===== src/rtl/core/lpil_pkg.sv =====
// Shared constants for the length-prefixed image loader.
// Phase codes, result kinds and the sync byte; no dependencies.
`timescale 1ns / 1ps

package lpil_pkg;

	localparam logic [7:0] SYNC_BYTE = 8'h53;

	localparam logic [2:0] PH_HUNT = 3'd0;
	localparam logic [2:0] PH_LEN0 = 3'd1;
	localparam logic [2:0] PH_LEN1 = 3'd2;
	localparam logic [2:0] PH_LEN2 = 3'd3;
	localparam logic [2:0] PH_LEN3 = 3'd4;
	localparam logic [2:0] PH_DATA = 3'd5;

	localparam logic [1:0] KIND_WRITE    = 2'd0;
	localparam logic [1:0] KIND_FINAL    = 2'd1;
	localparam logic [1:0] KIND_BAD_SIZE = 2'd2;

	localparam logic [7:0] CFG_BASE_ADDR  = 8'd0;
	localparam logic [7:0] CFG_SIZE_LIMIT = 8'd1;

	localparam logic [31:0] SIZE_LIMIT_RESET = 32'd262144;

	typedef logic [2:0] phase_t;
	typedef logic [1:0] kind_t;

endpackage


===== src/rtl/core/length_prefixed_image_loader.sv =====
// Length-prefixed image loader: top level, sync hunt, length capture and payload writes.
// Depends on lpil_pkg for phase codes, result kinds and the sync byte.
`timescale 1ns / 1ps
// Usage:
//   Input channel (in_valid / in_ready / rx_byte) carries one received byte per transfer.
//   The block discards bytes until the sync byte 'S', then gathers a 4-byte
//   little-endian length. A zero length or one above size_limit yields one
//   invalid-size result and the block goes back to hunting. Otherwise each of
//   the next length bytes yields one write result at base_addr + offset; the
//   last of them also carries byte count, wrapping 32-bit sum and last byte.
//   Output channel (out_valid / out_ready / kind ... last_byte) carries at most
//   one result per input transfer.
//   Config channel (cfg_valid / cfg_ready / cfg_index / cfg_data): index 0 is
//   base_addr, index 1 is size_limit (low 32 bits); other indexes are dropped.
//   cfg_ready is always high; write only while the block is idle.
// Timing: one byte per cycle sustained; a result sits in the output register
//   from the edge its byte transfers on. The single output register sets the
//   rate: take a new byte whenever it is empty or drains.
// Reset: arst_n clears phase, counters, sum and output valid, and restores the
//   register defaults (base_addr 0, size_limit 262144).
// Stall: while out_valid is high and out_ready low, in_ready drops and parser and output state hold.

module length_prefixed_image_loader
	import lpil_pkg::*;
#(
	parameter int ADDR_WIDTH = 64
) (
	input  logic                  clk,
	input  logic                  arst_n,

	input  logic                  in_valid,
	output logic                  in_ready,
	input  logic [7:0]            rx_byte,

	output logic                  out_valid,
	input  logic                  out_ready,
	output logic [1:0]            kind,
	output logic [ADDR_WIDTH-1:0] write_addr,
	output logic [7:0]            write_data,
	output logic [31:0]           byte_count,
	output logic [31:0]           byte_sum,
	output logic [7:0]            last_byte,

	input  logic                  cfg_valid,
	output logic                  cfg_ready,
	input  logic [7:0]            cfg_index,
	input  logic [63:0]           cfg_data
);

	// configuration registers
	logic [63:0] base_addr_q;
	logic [31:0] size_limit_q;

	// parser state
	phase_t      phase_q;
	logic [31:0] length_q;
	logic [31:0] offset_q;
	logic [31:0] sum_q;

	// output register
	logic                  out_valid_q;
	kind_t                 kind_q;
	logic [ADDR_WIDTH-1:0] addr_q;
	logic [7:0]            data_q;
	logic [31:0]           count_q;
	logic [31:0]           bsum_q;
	logic [7:0]            last_q;

	// next-state and result logic
	logic        in_fire;
	phase_t      phase_d;
	logic [31:0] length_d;
	logic [31:0] offset_d;
	logic [31:0] sum_d;
	logic        res_valid;
	kind_t       res_kind;
	logic [63:0] addr_full;
	logic [31:0] len_full;
	logic [31:0] offset_inc;
	logic [31:0] sum_inc;

	assign cfg_ready = 1'b1;
	assign in_ready  = !out_valid_q || out_ready;
	assign in_fire   = in_valid && in_ready;

	assign addr_full  = base_addr_q + {32'd0, offset_q};
	assign offset_inc = offset_q + 32'd1;
	assign sum_inc    = sum_q + {24'd0, rx_byte};

	always_comb begin
		len_full = length_q;
		unique case (phase_q)
			PH_LEN0: len_full = length_q | {24'd0, rx_byte};
			PH_LEN1: len_full = length_q | {16'd0, rx_byte, 8'd0};
			PH_LEN2: len_full = length_q | {8'd0, rx_byte, 16'd0};
			PH_LEN3: len_full = length_q | {rx_byte, 24'd0};
			default: len_full = length_q;
		endcase
	end

	always_comb begin
		phase_d   = phase_q;
		length_d  = length_q;
		offset_d  = offset_q;
		sum_d     = sum_q;
		res_valid = 1'b0;
		res_kind  = KIND_WRITE;
		unique case (phase_q) inside
			PH_LEN0, PH_LEN1, PH_LEN2: begin
				length_d = len_full;
				phase_d  = phase_q + 3'd1;
			end
			PH_LEN3: begin
				if (len_full == 32'd0 || len_full > size_limit_q) begin
					// bad size: report and rearm
					res_valid = 1'b1;
					res_kind  = KIND_BAD_SIZE;
					phase_d   = PH_HUNT;
					length_d  = 32'd0;
				end else begin
					length_d = len_full;
					phase_d  = PH_DATA;
					offset_d = 32'd0;
					sum_d    = 32'd0;
				end
			end
			PH_DATA: begin
				res_valid = 1'b1;
				if (offset_inc >= length_q) begin
					res_kind = KIND_FINAL;
					phase_d  = PH_HUNT;
					length_d = 32'd0;
					offset_d = 32'd0;
					sum_d    = 32'd0;
				end else begin
					res_kind = KIND_WRITE;
					offset_d = offset_inc;
					sum_d    = sum_inc;
				end
			end
			default: begin
				// hunting, unused codes fall here too
				phase_d = PH_HUNT;
				if (rx_byte == SYNC_BYTE) begin
					phase_d  = PH_LEN0;
					length_d = 32'd0;
					offset_d = 32'd0;
					sum_d    = 32'd0;
				end
			end
		endcase
	end

	always_ff @(posedge clk or negedge arst_n) begin
		if (!arst_n) begin
			base_addr_q  <= 64'd0;
			size_limit_q <= SIZE_LIMIT_RESET;
		end else if (cfg_valid && cfg_ready) begin
			unique case (cfg_index)
				CFG_BASE_ADDR:  base_addr_q  <= cfg_data;
				CFG_SIZE_LIMIT: size_limit_q <= cfg_data[31:0];
				default: ;
			endcase
		end
	end

	always_ff @(posedge clk or negedge arst_n) begin
		if (!arst_n) begin
			phase_q  <= PH_HUNT;
			length_q <= 32'd0;
			offset_q <= 32'd0;
			sum_q    <= 32'd0;
		end else if (in_fire) begin
			phase_q  <= phase_d;
			length_q <= length_d;
			offset_q <= offset_d;
			sum_q    <= sum_d;
		end
	end

	always_ff @(posedge clk or negedge arst_n) begin
		if (!arst_n) begin
			out_valid_q <= 1'b0;
		end else if (in_ready) begin
			out_valid_q <= in_fire && res_valid;
		end
	end

	// payload: load on every transfer that produces a result
	always_ff @(posedge clk) begin
		if (in_fire && res_valid) begin
			kind_q <= res_kind;
			if (res_kind == KIND_BAD_SIZE) begin
				addr_q <= '0;
				data_q <= 8'd0;
			end else begin
				addr_q <= addr_full[ADDR_WIDTH-1:0];
				data_q <= rx_byte;
			end
			if (res_kind == KIND_FINAL) begin
				count_q <= length_q;
				bsum_q  <= sum_inc;
				last_q  <= rx_byte;
			end else begin
				count_q <= 32'd0;
				bsum_q  <= 32'd0;
				last_q  <= 8'd0;
			end
		end
	end

	assign out_valid  = out_valid_q;
	assign kind       = kind_q;
	assign write_addr = addr_q;
	assign write_data = data_q;
	assign byte_count = count_q;
	assign byte_sum   = bsum_q;
	assign last_byte  = last_q;

	// checks
	a_kind_code: assert property (@(posedge clk) disable iff (!arst_n)
		out_valid_q |-> (kind_q == KIND_WRITE || kind_q == KIND_FINAL ||
			kind_q == KIND_BAD_SIZE))
		else $error("illegal result kind");

	a_final_count: assert property (@(posedge clk) disable iff (!arst_n)
		(out_valid_q && kind_q == KIND_FINAL) |-> (count_q != 32'd0))
		else $error("final write with zero byte count");

	a_offset_bound: assert property (@(posedge clk) disable iff (!arst_n)
		(phase_q == PH_DATA) |-> (offset_q < length_q))
		else $error("payload offset reached length");

	a_bad_rearm: assert property (@(posedge clk) disable iff (!arst_n)
		(in_fire && res_valid && res_kind == KIND_BAD_SIZE) |=>
			(phase_q == PH_HUNT && length_q == 32'd0))
		else $error("no rearm after invalid size");

endmodule


===== config.mk =====
export PLATFORM = sky130hd
export DESIGN_NAME = length_prefixed_image_loader
export DESIGN_NICKNAME = d
export VERILOG_FILES = /design/src/rtl/core/lpil_pkg.sv /design/src/rtl/core/length_prefixed_image_loader.sv
export SDC_FILE = /design/constraint.sdc
export NUM_CORES = 1
export LEC_CHECK = 0
export BUFFER_PORTS_ARGS = -buffer_cell sky130_fd_sc_hd__clkbuf_2
export CAP_MARGIN = 20
export CORE_MARGIN = 2
export CORE_UTILIZATION = 63
export CTS_CLUSTER_DIAMETER = 40
export DETAILED_ROUTE_END_ITERATION = 16
export GPL_ROUTABILITY_DRIVEN = 0
export PLACE_DENSITY_LB_ADDON = 0.25
export SLEW_MARGIN = 20
export SYNTH_ARGS = -nofsm -noshare
export SYNTH_HDL_FRONTEND = slang
export SYNTH_SLANG_ARGS = --single-unit

===== constraint.sdc =====
create_clock -name clk -period 15.9 [get_ports clk]
set_input_delay 0.795 -clock clk [delete_from_list [all_inputs] [get_ports clk]]
set_output_delay 0.795 -clock clk [all_outputs]
set_load 0.02 [all_outputs]

==> results.rst <==
.. list-table::
   :header-rows: 1

   * - Metric
     - Value
   * - Setup repair after global routing missed its margin
     - false
   * - Number of enable flip-flop cells after synthesis
     - 146
   * - Final-layout fill cell count
     - 2,059
   * - Clock Sink Count
     - 342
   * - Final antenna-violating net count
     - 0
   * - Area share of the largest cell type after synthesis
     - 26.0%
   * - Net count after synthesis
     - 1,997
   * - Post-CTS Repair Setup Buffers
     - 0
   * - Post-route setup TNS
     - 0 ps
   * - Number of global-route vias before repair
     - 14.3k
   * - Portion of the clock cycle consumed by the worst path in the final layout
     - 37.8%
   * - Min Clock Period, post-route
     - 6010 ps
   * - I/O Buffers
     - 232
   * - Clock-pin slew reported for the worst setup and hold paths after clock tree synthesis
     - 60 ps
   * - Post-synthesis instance area
     - 18,700 um^2
   * - Ports
     - 234
   * - Height of the chip
     - 177 um
   * - Die X
     - 177 um
   * - Switching component of the power
     - 0.00136 W
   * - Actual slew at the worst max-slew pin
     - 954 ps
   * - Kind of cell adding the most delay to the critical path
     - simple AND/OR/NAND/NOR gates
   * - Highest net fanout along the worst path
     - 34
   * - Half-perimeter wire length after detailed placement
     - 32,800 um
   * - Design area
     - 21,800 um^2
   * - Highest ir drop seen on vdd
     - 0.245 mV
   * - Reg-to-reg endpoint
     - length_q[4]
   * - Sequential element share of the synthesized area
     - 49.6%
   * - Post-Synthesis Cells
     - 1,801
   * - Critical path class
     - register to register
   * - Wire length per cell after detailed routing
     - 19.8 um
   * - Fraction of power consumed by the clock network
     - 29.6%
   * - CTS tree
     - yes
   * - Hold-fix buffer count after cts
     - 0
   * - Row count
     - 63
   * - First-pass detailed-route iteration total
     - 5
   * - Yosys synthesis warning count
     - 0
   * - Number of antenna violations at the first check in global routing
     - 1
   * - Max stage delay on crit path
     - 790 ps
   * - Data required time of the worst path
     - 16,280 ps
   * - Timing endpoint of the critical path
     - length_q[4]
   * - WP depth
     - 16
   * - Number of distinct standard cells referenced by the synthesized netlist
     - 68
   * - Initial standard-cell utilization of the core
     - 63.6%
   * - Share of flip-flops with an asynchronous set or reset
     - 57.3%
   * - Buf/Inv on CP
     - 0
   * - Internal power
     - 0.00218 W
   * - R2r startpoint
     - offset_q[5]
   * - Final routed DRC violation total
     - 0
   * - Combinational cell fraction of total power
     - 34.1%
   * - H-tree depth reported by CTS
     - 2
   * - Switching part of the total power
     - 38.4%
   * - Total power
     - 0.00354 W
   * - Power density cells
     - 162 nW/um^2
   * - Register bit total from synthesis
     - 342
   * - Depth of the worst register-to-register path
     - 16
   * - Most common flop cell mapped by yosys
     - sky130_fd_sc_hd__dfrtp_1
   * - Top cell by count, worst path
     - sky130_fd_sc_hd__a21o_1
   * - Data arrival, critical path
     - 6390 ps
   * - Fraction of layout instances using a drive strength above 1
     - 22.0%
   * - Status
     - completed
   * - Maximum clock path buffer count
     - 3
   * - Mapped Avg Cell Area
     - 10.4 um^2
   * - Largest net degree at the start of global routing
     - 121
   * - Sequential group share of total power
     - 36.3%
   * - Net count reported at finish
     - 2,209
   * - Slew Viols, Final
     - 0
   * - Fmax
     - 166 MHz
   * - Area of the placeable core
     - 29,500 um^2
   * - Clock latency on the worst-skew pair
     - 560 ps
   * - Worst setup skew after layout
     - 28.8 ps
   * - MaxCap Viol Count
     - 0
   * - Per-cell via count in the routed design
     - 6.13
   * - Hold Fails Final Rpt
     - 0
   * - Count of final setup violators
     - 0
   * - Most common library cell in the layout ignoring fill and taps
     - sky130_fd_sc_hd__clkbuf_2
   * - Leakage component of the power
     - 9.90 nW
   * - Total global routing overflow
     - 0
   * - CTS buffer count
     - 45
   * - Root buffer selected by CTS
     - sky130_fd_sc_hd__clkbuf_16
   * - Launching instance or port of the critical path
     - offset_q[5]
   * - Critical path endpoint category
     - register
   * - Initial detailed-routing violation count
     - 1,480
   * - Global-route wire length before repair
     - 75,100 um
   * - Synthesis-to-layout area growth
     - 16.3%
   * - Full die area
     - 31,200 um^2
   * - Total wire length after detailed routing
     - 48,300 um
   * - Count of vias placed by the detailed router
     - 15.0k
   * - Setup slack on the worst flop-to-flop path
     - 9890 ps
   * - Launching element type of the critical path
     - register
   * - Top cell type by total area after synthesis
     - sky130_fd_sc_hd__dfrtp_1
   * - Top library cells by usage in the layout, fill and taps aside
     - sky130_fd_sc_hd__clkbuf_2, sky130_fd_sc_hd__dfrtp_1, sky130_fd_sc_hd__nor2_1, sky130_fd_sc_hd__edfxtp_1, sky130_fd_sc_hd__o21ai_0
   * - Type of the tightest min-delay check
     - primary input to async pin
   * - Cell with the biggest individual delay on the critical path
     - sky130_fd_sc_hd__a21o_1
   * - Post-cts sizing count
     - 0
   * - Slew margin rel.
     - 36.4%
   * - Cell Chain, Critical Path
     - and3_1 > nand4_1 > nor3_1 > nand2_1 > nor3b_1 > nand3_1 > xnor2_1 > ha_1 > a21o_1 > a21o_1 > a21oi_1 > o31a_1 > nand3_2 > nand2_2 > a21o_1 > o21ai_0
   * - Util after Layout
     - 73.9%
   * - Top post-synthesis cells by area
     - sky130_fd_sc_hd__dfrtp_1, sky130_fd_sc_hd__edfxtp_1, sky130_fd_sc_hd__ha_1
   * - Global routing usage summed across all routing layers
     - 30.6%
   * - DP Area
     - 20,200 um^2
[flip-flops by register name, indices dropped and copies added, names as in the netlist]
register      flops
sum_q            32
base_addr_q      64
last_byte         8
size_limit_q     32
write_addr       64
offset_q         32
byte_count       32
out_valid         1
length_q         32
kind              2
phase_q           3
write_data        8
byte_sum         32
[cells in the mapped netlist (6+ instances only)]
| cell type | instances |
|---|---|
| sky130_fd_sc_hd__edfxtp_1 | 146 |
| sky130_fd_sc_hd__xnor2_1 | 47 |
| sky130_fd_sc_hd__dfrtp_1 | 195 |
| sky130_fd_sc_hd__o211ai_1 | 10 |
| sky130_fd_sc_hd__and4_1 | 6 |
| sky130_fd_sc_hd__xor2_1 | 67 |
| sky130_fd_sc_hd__and3_1 | 25 |
| sky130_fd_sc_hd__o21ai_1 | 10 |
| sky130_fd_sc_hd__a21o_1 | 30 |
| sky130_fd_sc_hd__o21a_1 | 10 |
| sky130_fd_sc_hd__o21ai_0 | 133 |
| sky130_fd_sc_hd__nand3_1 | 49 |
| sky130_fd_sc_hd__mux2_2 | 92 |
| sky130_fd_sc_hd__ha_1 | 109 |
| sky130_fd_sc_hd__nor2_1 | 177 |
| sky130_fd_sc_hd__nand4_1 | 48 |
| sky130_fd_sc_hd__a31oi_1 | 12 |
| sky130_fd_sc_hd__and2_1 | 20 |
| sky130_fd_sc_hd__a21oi_1 | 116 |
| sky130_fd_sc_hd__o31ai_2 | 11 |
| sky130_fd_sc_hd__o31ai_1 | 11 |
| sky130_fd_sc_hd__or3_1 | 7 |
| sky130_fd_sc_hd__clkbuf_1 | 67 |
| sky130_fd_sc_hd__nor3_1 | 19 |
| sky130_fd_sc_hd__nor2b_1 | 25 |
| sky130_fd_sc_hd__nand2b_1 | 13 |
| sky130_fd_sc_hd__inv_1 | 120 |
| sky130_fd_sc_hd__o31ai_4 | 13 |
| sky130_fd_sc_hd__nand2_1 | 126 |
| sky130_fd_sc_hd__nor4_1 | 15 |
[worst min-delay path by stage]
stage / cells after the start / slack, ps / from / end
floorplan: 2 / 450 / sum_q[2] / sum_q[2]
CTS: 3 / 440 / cfg_data[38] / base_addr_q[38]
global route: 1 / 230 / arst_n / length_q[0]
finish: 1 / 200 / arst_n / size_limit_q[1]
global placement: 2 / 460 / sum_q[5] / sum_q[5]
detailed placement: 2 / 480 / sum_q[3] / sum_q[3]
[area by class of cell]
class	count	area, um^2	share of cell area (%)
clock buffers	61	1230	5.63
clock inverters	23	333	1.53
repair buffers	245	1310	6.00
inverters	121	459	2.11
diodes	1	2.50	0.0115
multi-input cells	1258	8690	39.9
flip-flops and latches	342	9290	42.6
well taps	390	488	2.24
[per-layer routing]
layer / vias up / global-route usage (%) / share of wire (%)
met5: - / 0 / 0
met4: 0 / 10.4 / 3.4
met3: 142 / 5.92 / 9.0
met2: 771 / 48.6 / 46
met1: 7195 / 42.3 / 42
li1: 6853 / - / -
[power groups by stage]
stage	registers, W	logic [W]	clock network (W)
floorplan	0.00149	0.000625	0
global placement	0.00129	0.00115	0
detailed placement	0.00129	0.00118	0
CTS	0.00128	0.00119	0.00105
global route	0.00130	0.00131	0.00110
finish	0.00128	0.00120	0.00105
[metrics by stage]
step / cells / worst slack [ps] / hold WS, ps
after floorplan: 1801 / 9770 / 453
after global placement: 2354 / 10070 / 465
after detailed placement: 2354 / 9880 / 480
after CTS: 2438 / 9810 / 441
after global routing: 2441 / 9540 / 226
final: 2441 / 9890 / 198
[cell families (layout without fill, tap and decap cells)]
| kind of cell | count (synthesis) | count (layout) | synth area share, % |
|---|---|---|---|
| and+or+nand+nor | 538 | 538 | 13.6 |
| AOI/OAI and AO/OA | 402 | 402 | 14.2 |
| DFF | 342 | 342 | 49.6 |
| buffers and inverters | 201 | 450 | 4.28 |
| xor gates and xnor gates | 114 | 114 | 5.33 |
| adders and majority gates | 111 | 111 | 7.49 |
| muxes | 92 | 92 | 5.53 |
| other | 1 | 2 | 0.0200 |
[worst register-to-register path, stage by stage (launching register included)]
cell and delay [ps]:
sky130_fd_sc_hd__dfrtp_1 490, sky130_fd_sc_hd__and3_1 260, sky130_fd_sc_hd__nand4_1 150, sky130_fd_sc_hd__nor3_1 630, sky130_fd_sc_hd__nand2_1 160, sky130_fd_sc_hd__nor3b_1 480, sky130_fd_sc_hd__nand3_1 230, sky130_fd_sc_hd__xnor2_1 180
sky130_fd_sc_hd__ha_1 290, sky130_fd_sc_hd__a21o_1 180, sky130_fd_sc_hd__a21o_1 160, sky130_fd_sc_hd__a21oi_1 130, sky130_fd_sc_hd__o31a_1 730, sky130_fd_sc_hd__nand3_2 190, sky130_fd_sc_hd__nand2_2 560, sky130_fd_sc_hd__a21o_1 790
sky130_fd_sc_hd__o21ai_0 250
No activity file was read; power rests on OpenSTA's default activity.
